File: src/sv/ps2sa_pkg.sv
package ps2sa_pkg;

    localparam int QUEUE_DEPTH_DEF = 4;
    localparam int TABLE_LEN       = 58;

    localparam logic [7:0] SC_ACK       = 8'hFA;
    localparam logic [7:0] SC_F1        = 8'h3B;
    localparam logic [7:0] SC_LSHIFT    = 8'h2A;
    localparam logic [7:0] SC_RSHIFT    = 8'h36;
    localparam logic [7:0] SC_LSHIFT_BR = 8'hAA;
    localparam logic [7:0] SC_RSHIFT_BR = 8'hB6;
    localparam logic [7:0] SC_PREFIX    = 8'hE0;
    localparam logic [7:0] SC_CAPS_BR   = 8'hBA;
    localparam logic [7:0] SC_NUMLOCK   = 8'h45;
    localparam logic [7:0] SC_UP        = 8'h48;
    localparam logic [7:0] SC_DOWN      = 8'h50;
    localparam logic [7:0] SC_RIGHT     = 8'h4D;
    localparam logic [7:0] SC_LEFT      = 8'h4B;

    localparam logic [7:0] CH_ESC       = 8'h1B;
    localparam logic [7:0] CH_BRACKET   = 8'h5B;
    localparam logic [7:0] CH_UP        = 8'h41;
    localparam logic [7:0] CH_DOWN      = 8'h42;
    localparam logic [7:0] CH_RIGHT     = 8'h43;
    localparam logic [7:0] CH_LEFT      = 8'h44;
    localparam logic [7:0] KBD_LED_CMD  = 8'hED;

    typedef enum logic [1:0] {
        OP_ACK   = 2'd0,
        OP_CHAR  = 2'd1,
        OP_ARROW = 2'd2,
        OP_LED   = 2'd3
    } t_op;

    typedef enum logic [1:0] {
        KIND_CHAR = 2'd0,
        KIND_KBD  = 2'd1,
        KIND_ACK  = 2'd2
    } t_kind;

    typedef struct packed {
        t_op        op;
        logic [7:0] data;
    } t_cmd;

    localparam logic [7:0] LOWER_MAP [TABLE_LEN] = '{
        8'h00, 8'h1B, 8'h31, 8'h32, 8'h33, 8'h34, 8'h35, 8'h36, 8'h37, 8'h38,
        8'h39, 8'h30, 8'h2D, 8'h3D, 8'h08, 8'h09, 8'h71, 8'h77, 8'h65, 8'h72,
        8'h74, 8'h79, 8'h75, 8'h69, 8'h6F, 8'h70, 8'h5B, 8'h5D, 8'h0A, 8'h00,
        8'h61, 8'h73, 8'h64, 8'h66, 8'h67, 8'h68, 8'h6A, 8'h6B, 8'h6C, 8'h3B,
        8'h27, 8'h60, 8'h00, 8'h5C, 8'h7A, 8'h78, 8'h63, 8'h76, 8'h62, 8'h6E,
        8'h6D, 8'h2C, 8'h2E, 8'h2F, 8'h00, 8'h00, 8'h00, 8'h20
    };

    localparam logic [7:0] UPPER_MAP [TABLE_LEN] = '{
        8'h00, 8'h1B, 8'h21, 8'h40, 8'h23, 8'h24, 8'h25, 8'h5E, 8'h26, 8'h2A,
        8'h28, 8'h29, 8'h5F, 8'h2B, 8'h08, 8'h09, 8'h51, 8'h57, 8'h45, 8'h52,
        8'h54, 8'h59, 8'h55, 8'h49, 8'h4F, 8'h50, 8'h7B, 8'h7D, 8'h0A, 8'h00,
        8'h41, 8'h53, 8'h44, 8'h46, 8'h47, 8'h48, 8'h4A, 8'h4B, 8'h4C, 8'h3A,
        8'h22, 8'h7E, 8'h00, 8'h7C, 8'h5A, 8'h58, 8'h43, 8'h56, 8'h42, 8'h4E,
        8'h4D, 8'h3C, 8'h3E, 8'h3F, 8'h00, 8'h00, 8'h00, 8'h20
    };

endpackage

File: src/sv/ps2sa_front.sv
module ps2sa_front
    import ps2sa_pkg::*;
(
    input  logic       i_clk,
    input  logic       i_rst_n,
    input  logic       i_valid,
    input  logic [7:0] i_scan_byte,
    input  logic       i_full,
    output logic       o_push,
    output t_cmd       o_cmd
);

    logic       r_shift;
    logic       r_caps;
    logic       r_ext;
    logic       n_shift;
    logic       n_caps;
    logic       n_ext;
    logic       w_accept;
    logic       w_hit;
    logic [7:0] w_char;
    logic [5:0] w_idx;

    assign w_accept = i_valid && !i_full;
    assign w_idx    = i_scan_byte[5:0];

    always_comb begin
        w_char = 8'h00;
        if (i_scan_byte < 8'(TABLE_LEN)) begin
            w_char = (r_shift || r_caps) ? UPPER_MAP[w_idx] : LOWER_MAP[w_idx];
        end
    end

    always_comb begin
        n_shift     = r_shift;
        n_caps      = r_caps;
        n_ext       = r_ext;
        w_hit       = 1'b0;
        o_cmd.op    = OP_CHAR;
        o_cmd.data  = 8'h00;
        if (i_scan_byte == SC_ACK) begin
            w_hit    = 1'b1;
            o_cmd.op = OP_ACK;
        end else if (i_scan_byte == SC_F1) begin
            n_ext = 1'b0;
        end else if (i_scan_byte == SC_LSHIFT || i_scan_byte == SC_RSHIFT) begin
            n_shift = 1'b1;
            n_ext   = 1'b0;
        end else if (i_scan_byte[7] || i_scan_byte == SC_NUMLOCK) begin
            if (i_scan_byte == SC_LSHIFT_BR || i_scan_byte == SC_RSHIFT_BR) begin
                n_shift = 1'b0;
            end
            if (i_scan_byte == SC_PREFIX) begin
                n_ext   = 1'b1;
                n_shift = 1'b0;
            end else begin
                n_ext = 1'b0;
            end
            if (i_scan_byte == SC_CAPS_BR) begin
                n_caps     = !r_caps;
                w_hit      = 1'b1;
                o_cmd.op   = OP_LED;
                o_cmd.data = {5'b00000, !r_caps, 2'b00};
            end
        end else if (r_ext) begin
            n_ext    = 1'b0;
            o_cmd.op = OP_ARROW;
            unique case (i_scan_byte)
                SC_UP: begin
                    w_hit      = 1'b1;
                    o_cmd.data = CH_UP;
                end
                SC_DOWN: begin
                    w_hit      = 1'b1;
                    o_cmd.data = CH_DOWN;
                end
                SC_RIGHT: begin
                    w_hit      = 1'b1;
                    o_cmd.data = CH_RIGHT;
                end
                SC_LEFT: begin
                    w_hit      = 1'b1;
                    o_cmd.data = CH_LEFT;
                end
                default: begin
                    w_hit = 1'b0;
                end
            endcase
        end else begin
            w_hit      = (w_char != 8'h00);
            o_cmd.data = w_char;
        end
    end

    assign o_push = w_accept && w_hit;

    always_ff @(posedge i_clk) begin
        if (!i_rst_n) begin
            r_shift <= 1'b0;
            r_caps  <= 1'b0;
            r_ext   <= 1'b0;
        end else if (w_accept) begin
            r_shift <= n_shift;
            r_caps  <= n_caps;
            r_ext   <= n_ext;
        end
    end

endmodule

File: src/sv/ps2sa_queue.sv
module ps2sa_queue
    import ps2sa_pkg::*;
#(
    parameter int DEPTH = QUEUE_DEPTH_DEF
) (
    input  logic i_clk,
    input  logic i_rst_n,
    input  logic i_push,
    input  t_cmd i_cmd,
    input  logic i_pop,
    output logic o_full,
    output logic o_empty,
    output t_cmd o_head
);

    localparam int AW = (DEPTH > 1) ? $clog2(DEPTH) : 1;
    localparam int CW = $clog2(DEPTH + 1);

    t_cmd          r_mem [DEPTH];
    logic [AW-1:0] r_wr_ptr;
    logic [AW-1:0] r_rd_ptr;
    logic [CW-1:0] r_count;
    logic [AW-1:0] n_wr_ptr;
    logic [AW-1:0] n_rd_ptr;

    assign o_full  = (r_count == CW'(DEPTH));
    assign o_empty = (r_count == '0);
    assign o_head  = r_mem[r_rd_ptr];

    assign n_wr_ptr = (r_wr_ptr == AW'(DEPTH - 1)) ? '0 : r_wr_ptr + 1'b1;
    assign n_rd_ptr = (r_rd_ptr == AW'(DEPTH - 1)) ? '0 : r_rd_ptr + 1'b1;

    always_ff @(posedge i_clk) begin
        if (i_push) begin
            r_mem[r_wr_ptr] <= i_cmd;
        end
    end

    always_ff @(posedge i_clk) begin
        if (!i_rst_n) begin
            r_wr_ptr <= '0;
            r_rd_ptr <= '0;
            r_count  <= '0;
        end else begin
            if (i_push) begin
                r_wr_ptr <= n_wr_ptr;
            end
            if (i_pop) begin
                r_rd_ptr <= n_rd_ptr;
            end
            if (i_push && !i_pop) begin
                r_count <= r_count + 1'b1;
            end else if (i_pop && !i_push) begin
                r_count <= r_count - 1'b1;
            end
        end
    end

endmodule

File: src/sv/ps2sa_back.sv
module ps2sa_back
    import ps2sa_pkg::*;
(
    input  logic       i_clk,
    input  logic       i_rst_n,
    input  logic       i_empty,
    input  t_cmd       i_head,
    output logic       o_pop,
    input  logic       i_stall,
    output logic       o_valid,
    output logic [1:0] o_kind,
    output logic [7:0] o_data_byte,
    output logic       o_last
);

    logic [1:0] r_step;
    logic       r_valid;
    t_kind      r_kind;
    logic [7:0] r_data;
    logic       r_last;
    t_kind      w_kind;
    logic [7:0] w_data;
    logic       w_last;
    logic       w_load;

    always_comb begin
        unique case (i_head.op)
            OP_ACK: begin
                w_kind = KIND_ACK;
                w_data = 8'h00;
                w_last = 1'b1;
            end
            OP_CHAR: begin
                w_kind = KIND_CHAR;
                w_data = i_head.data;
                w_last = 1'b1;
            end
            OP_ARROW: begin
                w_kind = KIND_CHAR;
                w_data = (r_step == 2'd0) ? CH_ESC :
                         (r_step == 2'd1) ? CH_BRACKET : i_head.data;
                w_last = (r_step == 2'd2);
            end
            OP_LED: begin
                w_kind = KIND_KBD;
                w_data = (r_step == 2'd0) ? KBD_LED_CMD : i_head.data;
                w_last = (r_step == 2'd1);
            end
            default: begin
                w_kind = KIND_ACK;
                w_data = 8'h00;
                w_last = 1'b1;
            end
        endcase
    end

    assign w_load = !i_empty && (!r_valid || !i_stall);
    assign o_pop  = w_load && w_last;

    always_ff @(posedge i_clk) begin
        if (!i_rst_n) begin
            r_valid <= 1'b0;
            r_step  <= 2'd0;
        end else begin
            if (!r_valid || !i_stall) begin
                r_valid <= !i_empty;
            end
            if (w_load) begin
                r_step <= w_last ? 2'd0 : r_step + 2'd1;
            end
        end
    end

    always_ff @(posedge i_clk) begin
        if (w_load) begin
            r_kind <= w_kind;
            r_data <= w_data;
            r_last <= w_last;
        end
    end

    assign o_valid     = r_valid;
    assign o_kind      = r_kind;
    assign o_data_byte = r_data;
    assign o_last      = r_last;

endmodule

File: src/sv/ps2_scancode_to_ascii_core.sv
// channel   valid     stall     payload
// input     i_valid   o_stall   i_scan_byte
// output    o_valid   i_stall   o_kind, o_data_byte, o_last
//
// A scancode is taken every cycle while the command queue has room.
// Each scancode gives zero to three results, one per cycle from the output register
// while the output is not stalled; the output stage sets the sustained rate.
// Synchronous reset clears the key flags, the queue and the output valid.
// An output stall holds the output register; the queue fills and then stalls the input.
module ps2_scancode_to_ascii_core
    import ps2sa_pkg::*;
#(
    parameter int QUEUE_DEPTH = QUEUE_DEPTH_DEF
) (
    input  logic       i_clk,
    input  logic       i_rst_n,
    input  logic       i_valid,
    output logic       o_stall,
    input  logic [7:0] i_scan_byte,
    output logic       o_valid,
    input  logic       i_stall,
    output logic [1:0] o_kind,
    output logic [7:0] o_data_byte,
    output logic       o_last
);

    logic w_push;
    logic w_pop;
    logic w_full;
    logic w_empty;
    t_cmd w_cmd;
    t_cmd w_head;

    assign o_stall = w_full;

    ps2sa_front u_front (
        .i_clk       (i_clk),
        .i_rst_n     (i_rst_n),
        .i_valid     (i_valid),
        .i_scan_byte (i_scan_byte),
        .i_full      (w_full),
        .o_push      (w_push),
        .o_cmd       (w_cmd)
    );

    ps2sa_queue #(
        .DEPTH (QUEUE_DEPTH)
    ) u_queue (
        .i_clk   (i_clk),
        .i_rst_n (i_rst_n),
        .i_push  (w_push),
        .i_cmd   (w_cmd),
        .i_pop   (w_pop),
        .o_full  (w_full),
        .o_empty (w_empty),
        .o_head  (w_head)
    );

    ps2sa_back u_back (
        .i_clk       (i_clk),
        .i_rst_n     (i_rst_n),
        .i_empty     (w_empty),
        .i_head      (w_head),
        .o_pop       (w_pop),
        .i_stall     (i_stall),
        .o_valid     (o_valid),
        .o_kind      (o_kind),
        .o_data_byte (o_data_byte),
        .o_last      (o_last)
    );

    a_no_push_full: assert property (@(posedge i_clk) disable iff (!i_rst_n)
        w_push |-> !w_full)
        else $error("push into full queue");

    a_no_pop_empty: assert property (@(posedge i_clk) disable iff (!i_rst_n)
        w_pop |-> !w_empty)
        else $error("pop from empty queue");

    a_burst_continues: assert property (@(posedge i_clk) disable iff (!i_rst_n)
        o_valid && !o_last && !i_stall |=> o_valid)
        else $error("gap inside result burst");

    a_ack_shape: assert property (@(posedge i_clk) disable iff (!i_rst_n)
        o_valid && o_kind == KIND_ACK |-> o_data_byte == 8'h00 && o_last)
        else $error("malformed acknowledge result");

endmodule

File: config.mk
export PLATFORM = sky130hd
export DESIGN_NAME = ps2_scancode_to_ascii_core
export DESIGN_NICKNAME = d
export VERILOG_FILES = /design/src/sv/ps2sa_pkg.sv /design/src/sv/ps2sa_front.sv /design/src/sv/ps2sa_queue.sv /design/src/sv/ps2sa_back.sv /design/src/sv/ps2_scancode_to_ascii_core.sv
export SDC_FILE = /design/constraint.sdc
export NUM_CORES = 1
export LEC_CHECK = 0
export ABC_CLOCK_PERIOD_IN_PS = 9300
export BUFFER_PORTS_ARGS = -buffer_cell sky130_fd_sc_hd__buf_2
export CELL_PAD_IN_SITES_DETAIL_PLACEMENT = 2
export CELL_PAD_IN_SITES_GLOBAL_PLACEMENT = 2
export CORE_MARGIN = 2
export CORE_UTILIZATION = 30
export CTS_BUF_LIST = sky130_fd_sc_hd__clkbuf_8
export DETAILED_ROUTE_END_ITERATION = 10
export GPL_ROUTABILITY_DRIVEN = 0
export PLACE_DENSITY = 0.71
export SETUP_SLACK_MARGIN = 0.4
export SYNTH_ARGS = -nofsm -noshare
export SYNTH_HDL_FRONTEND = slang
export SYNTH_SLANG_ARGS = --single-unit
File: constraint.sdc
create_clock -name i_clk -period 9.3 [get_ports i_clk]
set_clock_uncertainty 0.05 [all_clocks]
set_input_delay 0.93 -clock i_clk [delete_from_list [all_inputs] [get_ports i_clk]]
set_output_delay 0.93 -clock i_clk [all_outputs]
set_load 0.05 [all_outputs]
==> results of run 1 <==
## cells in the mapped netlist, types with 3 or more instances
cell | number | area, um^2
edfxtp_1 | 47 | 1410
nand2_1 | 36 | 135
nor2_1 | 28 | 105
o21ai_0 | 28 | 140
ha_1 | 21 | 263
inv_1 | 20 | 75.1
a21oi_1 | 19 | 95.1
dfxtp_1 | 15 | 300
buf_2 | 13 | 65.1
nor2b_1 | 13 | 81.3
and2_1 | 12 | 75.1
nor3_1 | 12 | 60.1
mux4_2 | 11 | 248
mux2i_1 | 10 | 100
nand3_1 | 8 | 40.0
clkbuf_1 | 6 | 22.5
a211oi_1 | 5 | 37.5
a21boi_0 | 5 | 37.5
nand2b_1 | 5 | 31.3
a221oi_1 | 4 | 35.0
a31oi_1 | 4 | 25.0
and3_1 | 4 | 25.0
nor3b_1 | 4 | 30.0
o211ai_1 | 4 | 30.0
o21a_1 | 4 | 30.0
or3_1 | 4 | 25.0
a22oi_1 | 3 | 22.5
nand3b_1 | 3 | 22.5
o31ai_1 | 3 | 22.5
xor2_1 | 3 | 26.3
## power breakdown
part / internal, mW / leakage, nW / switching [mW]
Combinational: 0.135 / 0.975 / 0.289
Sequential: 0.365 / 0.561 / 0.0372
Clock: 0.119 / 0.0923 / 0.101
Total: 0.619 / 1.63 / 0.427
## per-stage QoR
stage               cells  hold slack [ns]
finish                609            0.469
CTS                   609            0.472
floorplan             419            0.418
detailed placement    595            0.457
global route          609            0.500
global placement      595            0.422
## flip-flops by register name (all words and copies together), names as in the netlist, 2 cells and up, named ones only
signal              flops
u_back.o_data_byte      8
u_back.o_kind           2
u_back.r_step           2
u_queue.r_count         3
u_queue.r_mem          36
u_queue.r_rd_ptr        2
u_queue.r_wr_ptr        2
## layer usage
metal | vias to the layer above | global-route usage, %
li1 | 1573 | -
met1 | 1708 | 23.3
met2 | 64 | 30.3
met3 | 20 | 2.23
met4 | 0 | 5.82
met5 | - | 0
## cell type report
type | count | area (um^2)
sequential | 62 | 1710
inverter | 22 | 82.6
tap | 180 | 225
clock buffer | 9 | 124
fill | 1522 | 9250
multi-input combinational | 307 | 2260
timing repair buffer | 24 | 120
clock inverter | 5 | 52.6
## worst max path at each step
stage	from	to	slack (ns)	cells past startpoint
after global routing	i_scan_byte[1]	u_queue.r_count[2]$_SDFFE_PN0P_	4.33	15
after CTS	i_scan_byte[0]	u_queue.r_count[2]$_SDFFE_PN0P_	4.63	16
after detailed placement	i_scan_byte[0]	u_queue.r_count[2]$_SDFFE_PN0P_	4.31	16
final	i_scan_byte[0]	u_queue.r_count[2]$_SDFFE_PN0P_	4.64	16
after global placement	i_scan_byte[1]	u_queue.r_count[2]$_SDFFE_PN0P_	4.42	14
after floorplan	i_scan_byte[1]	u_queue.r_count[2]$_SDFFE_PN0P_	5.08	14
## cell families after synthesis
kind of cell,share of synthesized area (%)
AOI/OAI and AO/OA,20.3
xor gates and xnor gates,0.828
buffers and inverters,6.15
adders and majority gates,6.68
and+or+nand+nor,17.1
muxes,8.48
DFF,40.4
## worst reg2reg max path: cells and delay by family (launching register included)
family	cells	cell delay, ns
buf+inv	1	0.07
xor+xnor	1	0.19
fa+ha+maj	2	0.65
flops	1	0.35
simple gates	4	1.09
compound gates	4	1.22
==> results_dict.tcl, run 1 <==
set metrics [dict create \
    clk_pin_slew_ns 0.07 \
    grt_pass1_vias 3556 \
    antenna_found_initial 0 \
    leakagePower_nw 1.63 \
    min_from "u_queue.r_wr_ptr[1]$_SDFFE_PN0P_" \
    antenna_left 0 \
    synthArstFlopShare_pct 0 \
    tns_ns 0 \
    detailed_place_hpwl_um 9340 \
    max-cap-violations 0 \
    wirelength_um 12700 \
    period_share_pct 50.1 \
    start_util_pct 30.6 \
    hold_viol 0 \
    overflow 0 \
    timing.rr.start "u_front.r_caps$_SDFFE_PN0P_" \
    slowest_delay_ns 0.39 \
    io_pins 25 \
    final_util_pct 33.1 \
    max-vdd-ir-drop_v 0.0000716 \
    row_count 43 \
    rsz0062_at_grt "false" \
    worstMarginPinSlew_ns 0.912 \
    ys_warn_count 0 \
    cts_hold_buf 0 \
    post-place-ws_ns 4.31 \
    first_iter_violations 161 \
    r2r_slack_ns 5.62 \
    hp-class "reg2reg" \
    highest_layer "met4" \
    start_kind "input pin" \
    die_x_um 123 \
    relSlewSlack_pct 39.2 \
    end_kind "register" \
    layout_common_cells "edfxtp_1 (47), nand2_1 (36), o21ai_0 (28), nor2_1 (28), buf_2 (24)" \
    crit_buf_inv 3 \
    r2r-end "u_queue.r_count[2]$_SDFFE_PN0P_" \
    fin_crit_ns 4.66 \
    die_area_mm2 0.0151 \
    vias 3365 \
    total_power_mw 1.05 \
    syn-num-nets 453 \
    final_max_slew_viol_count 0 \
    cp.arrival_ns 4.88 \
    worstSetupPathType "in2reg" \
    worstHoldEndpoint "u_queue.r_wr_ptr[1]$_SDFFE_PN0P_" \
    grt_usage_pct 17.8 \
    synth_cell_types 76 \
    post_cts_buffers 0 \
    worstRegToRegCells 12 \
    portBuffers 24 \
    path_cells "buf_2 > inv_1 > ha_1 > or2b_1 > a311oi_1 > a2111oi_1 > a2111oi_2 > a21o_1 > nor3_2 > a311oi_4 > ha_1 > inv_1 > fa_1 > xor2_1 > or3_1 > a21boi_0" \
    setup_ws_ns 4.64 \
    ys.flop_type "edfxtp_1" \
    critPathRequiredTime_ns 9.51 \
    setup_violations 0 \
    status "complete, no violations" \
    synth-seq-cells 62 \
    syn-cell-area_mm2 0.00423 \
    met1_length_um 5820 \
    layout_commonest_cell "edfxtp_1" \
    placedInstanceArea_mm2 0.00440 \
    cts_buffers 9 \
    drc 0 \
    fmax_mhz 215 \
    areaGrowthSynthToFinish_pct 8.13 \
    cts_sinks 62 \
    cts_tree "yes" \
    syn_area_per_cell_um2 10.1 \
    wl_met3_um 372 \
    synthCells 419 \
    root_buffer "clkbuf_8" \
    whs_path_depth 2 \
    grt_start_max_net_pins 49 \
    htreeDepth 3 \
    viasPerCell 5.53 \
    firstDrtPassIters 4 \
    stdcell_area_mm2 0.00458 \
    nets 460 \
    grt_pass1_wl_um 20400 \
    synth_edf_count 47 \
    cpLargestDelayFamily "compound AO/OA/AOI/OAI gates" \
    cts_resized 0 \
    wl_per_cell_um 20.8 \
    yosysSeqAreaShare_pct 40.4 \
    clk_latency_ns 0.34 \
    drive_above_1_share_pct 14.5 \
    antenna_cells 0 \
    fp.coreArea_mm2 0.0138 \
    wl_met2_um 6250 \
    cpMaxStageDelayCell "a2111oi_2" \
    die_h_um 123 \
    powerDensity_mw_per_mm2 228 \
    critPathMaxFanout 15 \
    clockBufferDepth 2 \
]
No activity file was read; power rests on OpenSTA's default activity.
==> run 2: changes to the inputs <==
- ABC_CLOCK_PERIOD_IN_PS: 9300 -> 4400
- clock period: 9.3 -> 4.4 ns (I/O delays scaled with it)
==> run 2 against run 1 <==
Compared with the run above:
- first-iteration DRC count rose by 22%
- non-clock buffer count rose by 21
- sequential share of layout area fell by 2.1 points
- critical path depth fell by 1
- worst setup slack got worse by 4.0 ns
- worst hold slack got worse by 0.14 ns
- sequential cell count did not move
- register-to-register slack got worse by 4.9 ns
- clock-buffer cell count did not move
- utilization rose by 2.0 points
- cell area rose by 6.0%
- critical path type unchanged
- largest power group unchanged
==> results_dict.tcl, run 2 (synthesis gave the netlist of run 1 again) <==
set metrics [dict create \
    status "complete, no violations" \
    layout_commonest_cell "edfxtp_1" \
    rsz0062_at_grt "false" \
    fmax_mhz 265 \
    fp.coreArea_mm2 0.0138 \
    clockBufferDepth 2 \
    first_iter_violations 197 \
    antenna_cells 0 \
    total_power_mw 2.41 \
    root_buffer "clkbuf_8" \
    htreeDepth 3 \
    cts_buffers 9 \
    fin_crit_ns 3.78 \
    detailed_place_hpwl_um 10100 \
    antenna_left 0 \
    die_x_um 123 \
    cts_tree "yes" \
    path_cells "clkbuf_4 > inv_1 > buf_4 > ha_1 > mux4_2 > a2111oi_4 > a21o_1 > nor3_2 > a311oi_4 > ha_2 > inv_1 > fa_1 > xor2_1 > or3_1 > a21boi_1" \
    start_kind "input pin" \
    busiest_layer "met2" \
    path_common_cell "inv_1" \
    io_pins 25 \
    placedInstanceArea_mm2 0.00454 \
    use_met1_pct 25.5 \
    met2_usage_pct 32.0 \
    largest_register "u_queue.r_mem" \
    end_kind "register" \
    cpMaxStageDelayCell "mux4_2" \
    nets 481 \
    critPathMaxFanout 10 \
    stdcell_area_mm2 0.00485 \
    areaGrowthSynthToFinish_pct 14.7 \
    critPathRequiredTime_ns 4.61 \
    tns_ns 0 \
    grt_pass1_vias 3711 \
    max-cap-violations 0 \
    clk_pin_slew_ns 0.07 \
    use_met3_pct 2.60 \
    grt_pass1_wl_um 21600 \
    nFillCells 1509 \
    portBuffers 24 \
    cts_hold_buf 0 \
    relSlewSlack_pct 53.6 \
    die_h_um 123 \
    grt_start_max_net_pins 30 \
    largest_reg_flops 36 \
    final_max_slew_viol_count 0 \
    drc 0 \
    viasPerCell 5.49 \
    powerDensity_mw_per_mm2 496 \
    grt_usage_pct 18.9 \
    multiInputGateArea_mm2 0.00231 \
    worstSetupPathType "in2reg" \
    drive_above_1_share_pct 19.9 \
    max-vdd-ir-drop_v 0.000191 \
    row_count 43 \
    hold_viol 0 \
    die_area_mm2 0.0151 \
    start_util_pct 30.6 \
    layout_common_cells "edfxtp_1 (47), nand2_1 (36), nor2_1 (28), o21ai_0 (27), buf_4 (23)" \
    setup_violations 0 \
    final-seq-area_mm2 0.00171 \
    slowest_delay_ns 0.51 \
    period_share_pct 85.9 \
    clk_latency_ns 0.34 \
    firstDrtPassIters 4 \
    cp.arrival_ns 3.99 \
    cts_sinks 62 \
    vias 3472 \
    wirelength_um 13600 \
    overflow 0 \
    worstMarginPinSlew_ns 0.693 \
    wl_per_cell_um 21.5 \
    hp-class "in2reg" \
    antenna_found_initial 0 \
    leakagePower_nw 1.76 \
]
[run 2: changes by cell type in the layout (fill, tap and decap cells not counted), sizes merged]
cell      previous run  this run
clkinv               4         2
clkbuf               9        10
inv                 22        23
clkinvlp             0         1
buf                 24        44
bufinv               1         3
[run 2: power breakdown]
group | internal, mW | switching, mW
Clock | 0.373 | 0.234
Combinational | 0.309 | 0.660
Sequential | 0.771 | 0.0579
Total | 1.45 | 0.953
[run 2: repair_timing]
item                                    in CTS  in global routing
endpoints found under the setup margin       0                  2
gates resized for setup                      0                 17
buffers inserted                             0                  2
[run 2: through the flow]
step           hold WS (ns)  utilization, %  instances  worst slack, ns
4_1_cts               0.324            34.6        630            0.451
2_1_floorplan         0.418               -        419            0.668
5_1_grt               0.325            35.1        632            0.383
3_5_place_dp          0.454            32.9        614            0.109
3_3_place_gp          0.421            32.9        614            0.235
6_report              0.331            35.1        632            0.620
[run 2: final cells by class]
class,count,area share (%)
inverter,22,1.70
clock inverter,7,2.35
tap,180,4.64
multi-input combinational,307,47.6
sequential,62,35.3
clock buffer,9,2.55
timing repair buffer,45,5.88
[run 2: final timing paths]
| path | from | end | slack [ns] | cells after the start |
|---|---|---|---|---|
| worst max-delay path | i_scan_byte[1] | u_queue.r_count[2]$_SDFFE_PN0P_ | 0.62 | 15 |
| worst min-delay path | i_stall | u_back.o_valid$_SDFFE_PN0N_ | 0.33 | 3 |
| worst max register to register | u_front.r_caps$_SDFFE_PN0P_ | u_queue.r_count[2]$_SDFFE_PN0P_ | 0.73 | 13 |
| worst min register to register | u_back.o_valid$_SDFFE_PN0N_ | u_back.o_valid$_SDFFE_PN0N_ | 0.45 | 2 |
[run 2: worst max-delay path, delay by kind of cell]
kind                     cells  cell delay (ns)
AND/OR/NAND/NOR              2             0.36
XOR/XNOR                     1             0.18
AO/OA/AOI/OAI                4             1.13
adder cells (fa/ha/maj)      3             0.88
buffers and inverters        4             0.49
multiplexers                 1             0.51
[run 2: per-layer routing]
metal	vias up	wire, um
met2	60	6630
li1	1613	-
met1	1782	6310
met3	17	440
met4	0	212
met5	-	0
